==> src/rtl/dcfpc_pkg.sv <==
// Package for the radio time signal pulse capture and tick time base.
// Holds beat widths, configuration register indexes and reset values.
// No dependencies.
package dcfpc_pkg;

    localparam int S_TDATA_W  = 8;
    localparam int S_TUSER_W  = 1;
    localparam int M_TDATA_W  = 40;
    localparam int CFG_IDX_W  = 2;
    localparam int CFG_DATA_W = 8;

    typedef logic [7:0] count_t;

    typedef enum logic [CFG_IDX_W-1:0] {
        REG_TICK_COUNT      = 2'd0,
        REG_SECOND_COUNT    = 2'd1,
        REG_MINUTE_COUNT    = 2'd2,
        REG_INVERT_POLARITY = 2'd3
    } cfg_index_t;

    typedef enum logic {
        MODE_TICK = 1'b0,
        MODE_SYNC = 1'b1
    } mode_t;

    localparam count_t TICK_COUNT_RST   = 8'd244;
    localparam count_t SECOND_COUNT_RST = 8'd253;
    localparam count_t MINUTE_COUNT_RST = 8'd254;
    localparam count_t COUNT_MAX        = 8'hFF;

endpackage

==> src/rtl/dcf_pulse_capture_timebase_core.sv <==
// Top level of the radio time signal pulse capture and tick time base.
// Depends on dcfpc_pkg.
//
// Takes one beat per clock cycle while s_tready is high and returns one result
// beat per input beat, registered in a single output register; the input stays
// ready while that register is empty or being drained, so a stalled output holds
// exactly one result. All state (edge counter, captured period and pulse width,
// tick counter, sub-second phase) updates in the cycle the beat is taken.
module dcf_pulse_capture_timebase_core #(
    parameter int TICKS_PER_SECOND = 64
) (
    input  logic                                aclk,
    input  logic                                aresetn,
    input  logic                                cfg_we,
    input  logic [dcfpc_pkg::CFG_IDX_W-1:0]     cfg_index,
    input  logic [dcfpc_pkg::CFG_DATA_W-1:0]    cfg_wdata,
    input  logic                                s_tvalid,
    output logic                                s_tready,
    // [0] signal_level, [1] minute_pending, [7:2] zero
    input  logic [dcfpc_pkg::S_TDATA_W-1:0]     s_tdata,
    // [0] mode
    input  logic [dcfpc_pkg::S_TUSER_W-1:0]     s_tuser,
    output logic                                m_tvalid,
    input  logic                                m_tready,
    // [7:0] reload_value, [8] tick_done, [9] second_done, [17:10] period_ticks,
    // [25:18] pulse_ticks, [33:26] tick_counter, [39:34] zero
    output logic [dcfpc_pkg::M_TDATA_W-1:0]     m_tdata
);
    import dcfpc_pkg::*;

    localparam int PH_W = (TICKS_PER_SECOND > 2) ? $clog2(TICKS_PER_SECOND) : 1;
    localparam logic [PH_W-1:0] PH_LAST = PH_W'(TICKS_PER_SECOND - 1);

    count_t tick_count_reg, second_count_reg, minute_count_reg;
    logic   invert_reg;

    count_t edge_ticks_reg, edge_ticks_next;
    logic   last_level_reg, last_level_next;
    count_t period_reg, period_next;
    count_t pulse_reg, pulse_next;
    count_t tick_counter_reg, tick_counter_next;
    logic [PH_W-1:0] phase_reg, phase_next;

    logic   m_valid_reg;
    logic [M_TDATA_W-1:0] m_data_reg, m_data_next;

    logic   accept;
    mode_t  mode;
    logic   level, minute;
    count_t edge_inc, sel_count, reload;
    logic   change, tick_flag, second_flag;

    assign s_tready = !m_valid_reg || m_tready;
    assign accept   = s_tvalid && s_tready;
    assign mode     = mode_t'(s_tuser[0]);
    assign level    = s_tdata[0];
    assign minute   = s_tdata[1];
    assign m_tvalid = m_valid_reg;
    assign m_tdata  = m_data_reg;

    always_ff @(posedge aclk) begin
        if (!aresetn) begin
            tick_count_reg   <= TICK_COUNT_RST;
            second_count_reg <= SECOND_COUNT_RST;
            minute_count_reg <= MINUTE_COUNT_RST;
            invert_reg       <= 1'b0;
        end else if (cfg_we) begin
            unique case (cfg_index_t'(cfg_index))
                REG_TICK_COUNT:      tick_count_reg   <= cfg_wdata;
                REG_SECOND_COUNT:    second_count_reg <= cfg_wdata;
                REG_MINUTE_COUNT:    minute_count_reg <= cfg_wdata;
                REG_INVERT_POLARITY: invert_reg       <= cfg_wdata[0];
                default: ;
            endcase
        end
    end

    always_comb begin
        edge_ticks_next   = edge_ticks_reg;
        last_level_next   = last_level_reg;
        period_next       = period_reg;
        pulse_next        = pulse_reg;
        tick_counter_next = tick_counter_reg;
        phase_next        = phase_reg;
        edge_inc          = (edge_ticks_reg == COUNT_MAX) ? edge_ticks_reg
                                                          : edge_ticks_reg + 8'd1;
        change            = invert_reg ? (level == last_level_reg)
                                       : (level != last_level_reg);
        tick_flag         = 1'b0;
        second_flag       = 1'b0;
        sel_count         = minute_count_reg;
        unique case (mode)
            MODE_SYNC: begin
                tick_counter_next = '0;
                phase_next        = '0;
            end
            MODE_TICK: begin
                edge_ticks_next = edge_inc;
                if (change) begin
                    last_level_next = !last_level_reg;
                    if (!last_level_reg) begin
                        period_next     = edge_inc;
                        edge_ticks_next = '0;
                    end else begin
                        pulse_next = edge_inc;
                    end
                end
                tick_counter_next = tick_counter_reg + 8'd1;
                if (tick_counter_next == 8'd0 || phase_reg == PH_LAST) begin
                    phase_next = '0;
                end else begin
                    phase_next = phase_reg + PH_W'(1);
                end
                tick_flag   = 1'b1;
                second_flag = (phase_next == '0);
                if (!second_flag) begin
                    sel_count = tick_count_reg;
                end else if (!minute) begin
                    sel_count = second_count_reg;
                end
            end
            default: ;
        endcase
        reload      = 8'd0 - sel_count;
        m_data_next = {6'd0, tick_counter_next, pulse_next, period_next,
                       second_flag, tick_flag, reload};
    end

    always_ff @(posedge aclk) begin
        if (!aresetn) begin
            edge_ticks_reg   <= '0;
            last_level_reg   <= 1'b0;
            period_reg       <= '0;
            pulse_reg        <= '0;
            tick_counter_reg <= '0;
            phase_reg        <= '0;
            m_valid_reg      <= 1'b0;
        end else begin
            if (accept) begin
                edge_ticks_reg   <= edge_ticks_next;
                last_level_reg   <= last_level_next;
                period_reg       <= period_next;
                pulse_reg        <= pulse_next;
                tick_counter_reg <= tick_counter_next;
                phase_reg        <= phase_next;
                m_valid_reg      <= 1'b1;
            end else if (m_tready) begin
                m_valid_reg <= 1'b0;
            end
        end
    end

    always_ff @(posedge aclk) begin
        if (accept) begin
            m_data_reg <= m_data_next;
        end
    end

endmodule
==> config.mk <==
export PLATFORM = sky130hd
export DESIGN_NAME = dcf_pulse_capture_timebase_core
export DESIGN_NICKNAME = d
export VERILOG_FILES = /design/src/rtl/dcfpc_pkg.sv /design/src/rtl/dcf_pulse_capture_timebase_core.sv
export SDC_FILE = /design/constraint.sdc
export NUM_CORES = 1
export LEC_CHECK = 0
export BUFFER_PORTS_ARGS = -buffer_cell sky130_fd_sc_hd__buf_4
export CAP_MARGIN = 40
export CORE_UTILIZATION = 23
export CTS_CLUSTER_SIZE = 25
export DETAILED_ROUTE_END_ITERATION = 10
export HOLD_SLACK_MARGIN = 0.08
export PLACE_DENSITY_LB_ADDON = 0.12
export SLEW_MARGIN = 20
export SYNTH_ARGS = -nofsm -noshare
export SYNTH_HDL_FRONTEND = slang
export SYNTH_SLANG_ARGS = --single-unit
export TNS_END_PERCENT = 100
==> constraint.sdc <==
create_clock -name aclk -period 2.4 [get_ports aclk]
set_input_delay 0.12 -clock aclk [delete_from_list [all_inputs] [get_ports aclk]]
set_output_delay 0.12 -clock aclk [all_outputs]
set_load 0.01 [all_outputs]
# --- Yosys cells after proc, flatten, opt, wreduce, memory -nomap -nowiden ---
# Cells that the tools add are included.
word_totals:
  input_bits: 24
  word_cells: 60
  reg_bits: 99
op_classes:
  n_bitwise: 1
  n_reduce_logical: 15
  n_mux: 20
  eq_ne: 7
  add_sub_neg: 4
op_table:
  columns: ["operator", "n"]
  rows:
  - ["two-way mux 8 bit", 12]
  - ["adder 8 x 1 -> 8 bit (second input constant)", 2]
  - ["case mux 8 bit (2 select lines)", 1]
  - ["two-way mux 6 bit", 2]
  - ["case mux 6 bit (2 select lines)", 1]
  - ["AND reduction 2 bit", 5]
  - ["equality test 8 bit (second input constant)", 1]
  - ["zero test 8 bit", 1]
  - ["subtractor 1 x 8 -> 8 bit (first input constant)", 1]
  - ["adder 6 x 1 -> 6 bit (second input constant)", 1]
  - ["equality test 6 bit (second input constant)", 1]
  - ["zero test 6 bit", 1]
  - ["equality test 2 bit (second input constant)", 2]
  - ["two-way mux 1 bit", 4]
  - ["AND reduction 3 bit", 1]
  - ["equality test 2 x 1 -> 1 bit (second input constant)", 1]
  - ["zero test 1 bit", 2]
  - ["zero test 2 bit", 1]
  - ["logical OR 1 bit", 2]
  - ["nonzero test 2 bit", 1]
  - ["equality test 1 bit", 1]
  - ["logical AND 1 bit", 1]
  - ["!= test 1 bit", 1]
  - ["NOT 1 bit", 1]

# --- Longest topological paths before layout ---
# Gate-level depths: netlist of run 1.
logic_depth:
  word_depth: 9
  depth_mapped: 12

# --- Worst setup path before layout of run 1 ---
# Ideal clock, no wire load.
synth_path:
  kind: "reg-to-reg"
  from: "reg tick_counter_reg[0]"
  to: "reg m_data_reg[7] (netlist: m_tdata[7]) (data pin)"
  slack_ps: -170
  stages_incl_launch_ff: 11
  arrival_time_ps: 2305
  setup_ps: 264
  n_path_buf: 0
  t_required_ps: 2136
  cell_sequence: "dfxtp_1 -> ha_1 -> nand3_2 -> nor2_2 -> xnor2_1 -> a31o_4 -> or2b_1 -> o221ai_2 -> nand3_2 -> nor4_2 -> xor2_1"
synth_via:
  elab_chain_len: 9
synth_rtl:
  columns: ["item", "line_no", "rtl"]
  rows:
  - ["from (decl)", "dcf_pulse_capture_timebase_core.sv:41", "count_t tick_counter_reg, tick_counter_next;"]
  - ["from (signal assigned)", "dcf_pulse_capture_timebase_core.sv:144", "tick_counter_reg <= tick_counter_next;"]
  - ["adder 8 x 1 -> 8 bit", "dcf_pulse_capture_timebase_core.sv:108", "tick_counter_next = tick_counter_reg + 8'd1;"]
  - ["zero test 8 bit", "dcf_pulse_capture_timebase_core.sv:109", "if (tick_counter_next == 8'd0 || phase_reg == PH_LAST) begin"]
  - ["logical OR 1 bit", "dcf_pulse_capture_timebase_core.sv:109", null]
  - ["two-way mux 6 bit", "dcf_pulse_capture_timebase_core.sv:109", null]
  - ["two-way mux 6 bit", "dcf_pulse_capture_timebase_core.sv:92", "unique case (mode)"]
  - ["zero test 6 bit", "dcf_pulse_capture_timebase_core.sv:115", "second_flag = (phase_next == '0);"]
  - ["two-way mux 8 bit", "dcf_pulse_capture_timebase_core.sv:116", "if (!second_flag) begin"]
  - ["two-way mux 8 bit", "dcf_pulse_capture_timebase_core.sv:92", null]
  - ["subtractor 1 x 8 -> 8 bit", "dcf_pulse_capture_timebase_core.sv:124", "reload = 8'd0 - sel_count;"]
  - ["net reload[7]", "dcf_pulse_capture_timebase_core.sv:50", "count_t edge_inc, sel_count, reload;"]
  - ["to (signal assigned)", "dcf_pulse_capture_timebase_core.sv:155", "m_data_reg <= m_data_next;"]
  - ["to (decl)", "dcf_pulse_capture_timebase_core.sv:45", "logic [M_TDATA_W-1:0] m_data_reg, m_data_next;"]
# The timed path passes the listed nets, and every way through them passes these cells. The select of a mux whose other input is x is not followed.
# A chain may end at the register's enable or synchronous reset.

# --- Worst setup path in the final report of run 1 ---
layout_path:
  from: "reg tick_counter_reg[1]"
  to: "reg m_data_reg[6] (netlist: m_tdata[6]) (data pin)"
# Same word-level chain as after synthesis.

==> run summary, run 1 <==
The run finished, with violations left. The final reports fail on setup timing. Headroom to the max-slew limit came out at 55.38%. The tools report the maximum achievable frequency as 409.1 MHz.

The biggest area contributor in the post-synthesis netlist is sky130_fd_sc_hd__dfxtp_1. Detailed placement ended at an HPWL of 7.469 mm. The most congested layer reported by global routing is met2. By area the synthesized netlist is led by sky130_fd_sc_hd__dfxtp_1, sky130_fd_sc_hd__edfxtp_1, sky130_fd_sc_hd__nand2_1. The run gives 2.54 ns as the signal arrival time at the worst endpoint.

CTS saw 99 sinks. The run gives 0.3211 mV as the maximum VDD drop. Critical setup path kind: flop to flop.

Counting flops and latches in the post-synthesis netlist gives 99. After detailed placement, the design holds a cell count of 807. Across the whole layout, storage elements account for 2336 um2. TritonCTS built the clock tree.

After detailed routing, the number of remaining DRC violations is 0. The logs give -0.04447 ns for the smallest setup slack after layout and 5928 um2 for the post-route cell area. The pre-antenna-repair detailed-routing pass consisted of 4 iterations.

The run gives 52 as the post-synthesis cell type count. The maximum root-to-sink buffer count was 2; the clock transition time at the flip-flop clock pins of the worst setup and hold paths was 0.07 ns. The average instance in the mapped netlist occupies 9.361 um2. On the final layout, the worst clock skew is 0.01480 ns.

The clock latency on the worst-skew pair was 0.35 ns; the power per cell area was 621.8 nW/um2. The final cell count without fillers is 833. The clock tree synthesis step divided the H-tree into 3 levels.

In the final routed layout, each cell accounts on average for 13.30 um. For the number of fill cells, the log shows 1990. Buffers placed on the I/O ports in this run total 53. After synthesis, the largest area contributor takes up 28.72% of total cell area. Post-route fraction of the period consumed by the critical path: 101.9%. Row generation in the floorplan step produced 50 rows. The classification of the worst-slack hold path is input pin to flop. Global routing used 11.73% of the available tracks. Hold timing on the final database bottoms out at a slack of 0.1035 ns.

Data on the critical path is required at its endpoint by 2.49 ns. The cell area after placement is 5424 um2, and the static leakage is 2.268 nW. STA classifies the critical path startpoint as a flop.

The worst setup path is captured at a flop. The cell type of the slowest stage on the worst timing path is sky130_fd_sc_hd__dfxtp_4. The mapped netlist covers 4531 um2. For this block, the initial DRC count from the detailed router was 163.

The number of vias per cell after detailed routing works out to 4.256. At the pin with the least slew margin, the transition time is 0.6668 ns. For this run, global-route usage on met2 was measured as 19.53%. The most used flip-flop cell after synthesis is sky130_fd_sc_hd__dfxtp_1. The max-slew violation count was 0; the number of nets at the end of the flow was 596. The floorplan step defined a die boundary enclosing 20260 um2. The global-route met3 utilization was 2.355%; the synthesized netlist cell count was 484. The count of vias placed by the detailed router was 3545. Across the run, the number of max-cap violations was 0. In this design, the stage delay of the slowest critical-path cell is 0.38 ns.

Counting flops with an async set or reset pin after synthesis yields a share of 0%. In this run the register-to-register setup slack is -0.04 ns. The initial antenna violation count was 0; the worst-path maximum fanout was 7. The number of global-route vias before repair is 3570.

The library cell used most frequently in the layout, excluding fill and tap cells, is sky130_fd_sc_hd__nand2_1. Entering global routing, the biggest net connects 66 pins. Setup violations remaining at the end of the flow were counted as 2.

For the CTS buffer count, the log shows 9. Setup repair after global routing could not meet its margin everywhere. Traced cell by cell, the critical path runs through ha_4, nand3_4, nor2_4, xnor2_2, a31o_4, buf_6, mux2i_2, o22ai_2, ha_2, nand2_1, nor3_2, xnor2_1.

The logs give 0 for the count of inserted antenna diode cells and 14.62% for the global-route met1 utilization. For this design the top-level I/O count stands at 66. The width of the die works out to 142.4 um. The tree is rooted in a sky130_fd_sc_hd__clkbuf_16.

After layout, the minimum clock period comes to 2.444 ns. Once layout is complete, the utilization of the core stands at 31.17%. The Yosys warning count is 0, and the height of the die is 142.4 um.

The flip-flop count of the largest register, all copies and words added came out at 34. The library cells used most frequently in the layout, excluding fill and tap cells, are sky130_fd_sc_hd__nand2_1, sky130_fd_sc_hd__buf_4, sky130_fd_sc_hd__dfxtp_1. The synthesized design contains 34 enable-type register cells. For this configuration, the core starts out at a cell density of 23.82%.

The run gives 19020 um2 as the area of the core. The logs give 0.7970 for the final weighted congestion in routability-driven placement and 18.09 mm for the wire length of the first global-routing pass. The number of hold-slack violations in the final timing report was 0.

The global-route congestion overflow total is 0, and the fraction of the yosys area taken by sequential cells is 51.26%. Compared with the post-synthesis result, the final layout area differs by 30.85%. The aggregate routed wire length is 11.08 mm. Summing all multi-input logic gate instances after layout gives 2202 um2. The share of final-layout standard cells stronger than drive strength 1 is 28.10%, and the remaining antenna violation count after routing is 0.
## routing by layer
layer,up-vias,share of wire [%]
met5,-,0
met4,0,1.9
met3,15,3.1
met2,60,48
met1,1640,47
li1,1830,-
## layout make-up
cell class	count	share of cell area, %
Timing Repair Buffer	98	12.98
Inverter	7	0.4432
Clock inverter	6	0.6754
Tap cell	260	5.488
Sequential cell	99	39.40
Multi-Input combinational cell	353	37.15
Clock buffer	10	3.862
## cell usage after synthesis, types with 2 or more instances
library cell and number:
sky130_fd_sc_hd__a21boi_0 24, sky130_fd_sc_hd__nand4_1 4, sky130_fd_sc_hd__buf_1 4, sky130_fd_sc_hd__o22a_2 2
sky130_fd_sc_hd__nand3b_1 3, sky130_fd_sc_hd__ha_1 4, sky130_fd_sc_hd__nor3b_1 13, sky130_fd_sc_hd__nand3_1 30
sky130_fd_sc_hd__a21oi_1 19, sky130_fd_sc_hd__and2_1 2, sky130_fd_sc_hd__nand3_2 2, sky130_fd_sc_hd__mux2i_1 4
sky130_fd_sc_hd__nand2_1 95, sky130_fd_sc_hd__nor3_4 2, sky130_fd_sc_hd__a32o_1 3, sky130_fd_sc_hd__inv_1 7
sky130_fd_sc_hd__nor2_1 44, sky130_fd_sc_hd__buf_4 6, sky130_fd_sc_hd__a22oi_1 5, sky130_fd_sc_hd__or2_2 3
sky130_fd_sc_hd__clkbuf_1 18, sky130_fd_sc_hd__dfxtp_1 65, sky130_fd_sc_hd__and3_1 7, sky130_fd_sc_hd__and3_2 2
sky130_fd_sc_hd__xnor2_1 12, sky130_fd_sc_hd__or3_1 2, sky130_fd_sc_hd__mux2_2 8, sky130_fd_sc_hd__nor2b_1 14
sky130_fd_sc_hd__o21ai_0 10, sky130_fd_sc_hd__o22ai_1 3, sky130_fd_sc_hd__edfxtp_1 34, sky130_fd_sc_hd__nor3_1 9
sky130_fd_sc_hd__xor2_1 5
## where the power goes
group          switching (mW)  internal [mW]
Clock                   0.658          0.704
Combinational           0.251          0.213
Sequential             0.0385           1.82
## worst paths after layout
kind,from,end,cells past startpoint
setup / recovery,tick_counter_reg[1],m_tdata[6],12
hold / removal,m_tready,m_tvalid,3
setup reg to reg,tick_counter_reg[1],m_tdata[6],12
hold reg to reg,pulse_reg[0],pulse_reg[0],2
## through the flow
step | worst slack [ns] | total power [mW] | TNS, ns
after floorplan | 0.01393 | 2.149 | 0
after detailed placement | -0.1310 | 2.337 | -0.2662
after CTS | -0.02296 | 3.747 | -0.03706
after global placement | -0.08978 | 2.334 | -0.1746
final | -0.04447 | 3.686 | -0.06974
after global routing | -0.1685 | 3.875 | -0.6805
## critical path, delay by kind of cell, from the launching register on
family / cells / cell delay [ns]
AO/OA/AOI/OAI: 2 / 0.50
adder cells (fa/ha/maj): 2 / 0.40
multiplexers: 1 / 0.14
AND/OR/NAND/NOR: 4 / 0.47
XOR/XNOR: 2 / 0.16
flip-flops: 1 / 0.38
buffers and inverters: 1 / 0.14
## cells by family (layout without fill, tap and decap cells)
family	Yosys count	after routing	synth area share (%)
and+or+nand+nor	242	242	26.15
DFF	99	99	51.26
AOI/OAI and AO/OA	72	72	11.30
buffers and inverters	37	121	3.949
xor gates and xnor gates	17	17	3.286
muxes	12	12	2.872
adders and majority gates	4	4	1.105
other	1	6	0.08277
## repair_timing
item	CTS	global route
pin swaps	14	5
hold endpoints to repair	26	0
endpoints found under the setup margin	4	7
setup buffers	1	0
hold buffers	9	0
resized for setup	20	11
Note: power is estimated with default switching activity, not from simulation.
==> run 2: changes to the inputs <==
--- a/config.mk
+++ b/config.mk
@@ -5,6 +5,7 @@
 export SDC_FILE = /design/constraint.sdc
 export NUM_CORES = 1
 export LEC_CHECK = 0
+export ABC_AREA = 1
 export BUFFER_PORTS_ARGS = -buffer_cell sky130_fd_sc_hd__buf_4
 export CAP_MARGIN = 40
 export CORE_UTILIZATION = 23
==> run summary, run 2 <==
The setup check on the worst reg-to-reg path leaves a slack of -0.02 ns. Setup repair after global routing could not meet its margin everywhere. The tools report the number of setup violations in the final report as 1.

The run gives 18.26 mm as the wire length of the first global-routing pass. For the aggregate routed wire length, the log shows 11.09 mm. The tools report the proportion of power drawn by flip-flops and latches as 47.3%.

Clock tree synthesis selected as its root buffer the cell sky130_fd_sc_hd__clkbuf_16. For the max-slew violation count, the log shows 0. The commonest cells after synthesis are sky130_fd_sc_hd__nand2_1, sky130_fd_sc_hd__inv_1, sky130_fd_sc_hd__dfxtp_1. Among the stages of the critical path, the cell type that occurs most often is sky130_fd_sc_hd__nand2_2. The worst setup path is launched from a flop. The count of placed standard cells including taps came out at 889. Of the total power, the share spent switching nets is 25.72%.

STA classifies the critical path endpoint as a flop. 0 antenna diodes ended up in the layout. For met2 alone, demand over resource in global routing was 17.81%. In the layout the commonest cells are sky130_fd_sc_hd__nand2_1, sky130_fd_sc_hd__buf_4, sky130_fd_sc_hd__inv_1, sky130_fd_sc_hd__dfxtp_1, sky130_fd_sc_hd__o21ai_0.

The final weighted congestion in routability-driven placement came out at 0.7488. For the fraction of the yosys area taken by sequential cells, the log shows 50.26%. In this run, distinct cell masters in the synthesized netlist total 38. Input and output buffers added on the ports amount to 53. Number of storage elements in the synthesis netlist: 99.

The routed design could run at a clock period as short as 2.416 ns. Total power for the finished layout comes to 3.997 mW. The relative contribution of the clock network to total power came out at 38.8%.

For the global-route congestion overflow total, the log shows 0. The number of ports placed on the die boundary is 66. Biggest area consumer among synthesized cells: sky130_fd_sc_hd__dfxtp_1. The count of H-tree levels built during CTS was 3; the detailed placer's ending HPWL was 7.589 mm. The tools report the launch point of the worst path as tick_counter_reg[0].

The maximum achievable frequency came out at 413.9 MHz. For the final routed database, the setup TNS stands at -0.01628 ns. The tools report the global-route met3 utilization as 2.033%. Across the VDD grid, the largest voltage drop is 0.3104 mV.

After detailed routing, the average wire length per cell comes to 12.06 um. By instance count, the leading cell after synthesis is sky130_fd_sc_hd__nand2_1. The worst register-to-register path has a depth of 20. In this design, the stage delay of the slowest critical-path cell is 0.36 ns. Cell type of the slowest stage on the worst timing path: sky130_fd_sc_hd__dfxtp_4.

Summed over all nets, the switching power comes to 1.028 mW. The clock passes through at most 2 buffers. The number of hold-slack violations in the final timing report is 0, and the remaining antenna violation count after routing is 0.

The origin of the critical flop-to-flop path is tick_counter_reg[0]. The number of clock buffers added by TritonCTS is 9. In the routed design, unresolved DRC markers number 0. The flip-flop count of the largest register, all copies and words added came out at 34. The logs give 2.969 mW for the internal power consumption and 0 for the Yosys warning count.

The initial antenna violation count was 0; the overall global routing resource usage was 11.40%. In this run the tightest slew margin relative to its limit is 64.02%. The critical setup path kind was flop to flop. Of all flip-flops after synthesis, the portion carrying an async set or reset was 0%. The detailed router placed 3822 vias in this run.

In this run the most used layer during global routing was met2. In the synthesized netlist, the number of instances is 560. The die is 143.7 um wide. By area the synthesized netlist is led by sky130_fd_sc_hd__dfxtp_1, sky130_fd_sc_hd__edfxtp_1, sky130_fd_sc_hd__nand2_1. The core region is 19590 um2. The number of synthesized flops with an enable pin is 34, and the area share of the largest cell type after synthesis is 28.16%. The tools report the endpoint of the lowest-slack register-to-register path as m_tdata[6]. The height of the die is 143.7 um, and the data required time at the worst endpoint is 2.50 ns.

The clock transition time at the flip-flop clock pins of the worst setup and hold paths is 0.08 ns, and the DRC marker count from the first detailed-route iteration is 168. For this design the ratio of total power to cell area is 657.7 nW/um2. The final reports fail on setup timing. Worst-case clock skew: 0.008392 ns. The critical path goes through ha_4, nand2_4, inv_4, nand3b_1, nand2_2, nor2_4, nand3_4, nand2_4, inv_4, o21ai_4, nand3_4, nand2_2, nand3_2, o21ai_4, ha_4, inv_2, nor2_4, nand2_2, o21ai_2, nand2_1. Entering global routing, the biggest net connects 52 pins. The run gives -0.1133 ns as the worst-case setup slack after placement. For the die outline area, the log shows 20660 um2.

For the pin with the worst max-slew slack, the measured transition is 0.5384 ns. The worst hold path terminates at tick_count_reg[6]. The hold path depth works out to 2.

Classification of the worst-slack hold path: input pin to flop. The clock reaches the later pin of the worst-skew pair after 0.35 ns. The run finished, with violations left. The worst-path maximum fanout works out to 5. The iteration count of the initial detailed-routing pass was 4. TritonCTS built the clock tree. The max capacitance violation total was 0; the proportion of power drawn by combinational gates was 13.9%.

The run gives 3563 as the number of global-route vias before repair. In the routed layout, each cell is associated on average with a via count of 4.154. The average instance in the mapped netlist occupies 8.251 um2. The most used flip-flop cell after synthesis is sky130_fd_sc_hd__dfxtp_1. The run gives 2.646 nW as the static leakage. The run gives 23.59% as the initial core utilization. For the smallest setup slack after layout, the log shows -0.01628 ns. The logs give 2.52 ns for the signal arrival time at the worst endpoint and 678 for the number of nets at the end of the flow. The library cell used most frequently in the layout, excluding fill and tap cells, is sky130_fd_sc_hd__nand2_1. Excluding fillers, the count of instances in the completed layout stands at 920.

The share of final-layout standard cells stronger than drive strength 1 works out to 24.27%. The floorplan has 51 rows. In this run the cell area of the synthesized design comes to 4621 um2.

After layout, the worst path uses 100.7% of the clock period. For this run, global-route usage on met1 was measured as 15.78%. Relative to the synthesized area, the layout overhead comes to 31.52%. The startpoint identified for the worst hold timing path is aresetn. The clock net in this run drives a total of 99 sinks.
[run 2: changes by cell type after synthesis, moves of 10 or more]
| cell | previous run | this run |
|---|---|---|
| sky130_fd_sc_hd__a21oi_1 | 19 | 34 |
| sky130_fd_sc_hd__inv_1 | 7 | 66 |
| sky130_fd_sc_hd__nand3_1 | 30 | 40 |
| sky130_fd_sc_hd__nor3b_1 | 13 | 0 |
| sky130_fd_sc_hd__nor2_1 | 44 | 30 |
| sky130_fd_sc_hd__a21boi_0 | 24 | 0 |
| sky130_fd_sc_hd__nor2b_1 | 14 | 0 |
| sky130_fd_sc_hd__o21ai_0 | 10 | 41 |
| sky130_fd_sc_hd__nand2_1 | 95 | 138 |
[run 2: kinds of logic (layout without fill, tap and decap cells)]
| group | after synthesis | after routing | share of synthesized area (%) |
|---|---|---|---|
| adder cells (fa/ha/maj) | 4 | 4 | 1.083 |
| buffers and inverters | 94 | 184 | 8.503 |
| AO/OA/AOI/OAI | 96 | 96 | 11.89 |
| other | 1 | 6 | 0.08116 |
| flip-flops | 99 | 99 | 50.26 |
| multiplexers | 4 | 4 | 0.8936 |
| AND/OR/NAND/NOR | 249 | 249 | 24.83 |
| XOR/XNOR | 13 | 13 | 2.464 |
[run 2: repair_timing]
item	in CTS	in global routing
hold buffers	11	0
setup endpoints to repair	5	6
pin swaps	3	6
endpoints found under the hold margin	24	0
gates resized for setup	7	20
buffers inserted	1	3
[run 2: metal layers]
layer,wire [um],vias to the layer above
li1,-,1999
met1,5745,1745
met4,134,0
met3,334,7
met5,0,-
met2,4880,71
[run 2: stage by stage]
step | area (um2) | hold slack [ns] | utilization (%)
after floorplan | 4666 | 0.2332 | -
after CTS | 5995 | 0.1652 | 30.60
after global routing | 6077 | 0.1852 | 31.02
after detailed placement | 5539 | 0.3432 | 28.27
final | 6077 | 0.1679 | 31.02
after global placement | 5512 | 0.3382 | 28.13
[run 2: worst max-delay path by stage]
stage / to / cells after the start
after global placement: m_tdata[6] / 21
after CTS: m_tdata[6] / 20
final: m_tdata[6] / 20
after floorplan: m_tdata[6] / 21
after global routing: m_tdata[7] / 20
after detailed placement: m_tdata[6] / 21
[run 2: area by class of cell]
class	count	area, um2
fillers	2071	13510
well taps	265	331.6
clock inverters	4	55.05
multi-input cells	372	2012
clock buffers	12	257.7
flip-flops and latches	99	2332
repair buffers	98	807.0
inverters	70	281.5
[run 2: power by group through the flow]
stage	clock (mW)	sequential (mW)	combinational (mW)
5_1_grt	1.67	1.90	0.620
3_5_place_dp	0	1.93	0.524
2_1_floorplan	0	1.95	0.280
4_1_cts	1.61	1.89	0.546
3_3_place_gp	0	1.93	0.514
6_report	1.55	1.89	0.554
[run 2: worst max-delay path, delay by kind of cell, from the launching register on]
family,cells,cell delay [ns]
and+or+nand+nor,12,1.10
DFF,1,0.36
adders and majority gates,2,0.33
AOI/OAI and AO/OA,3,0.25
buffers and inverters,3,0.12
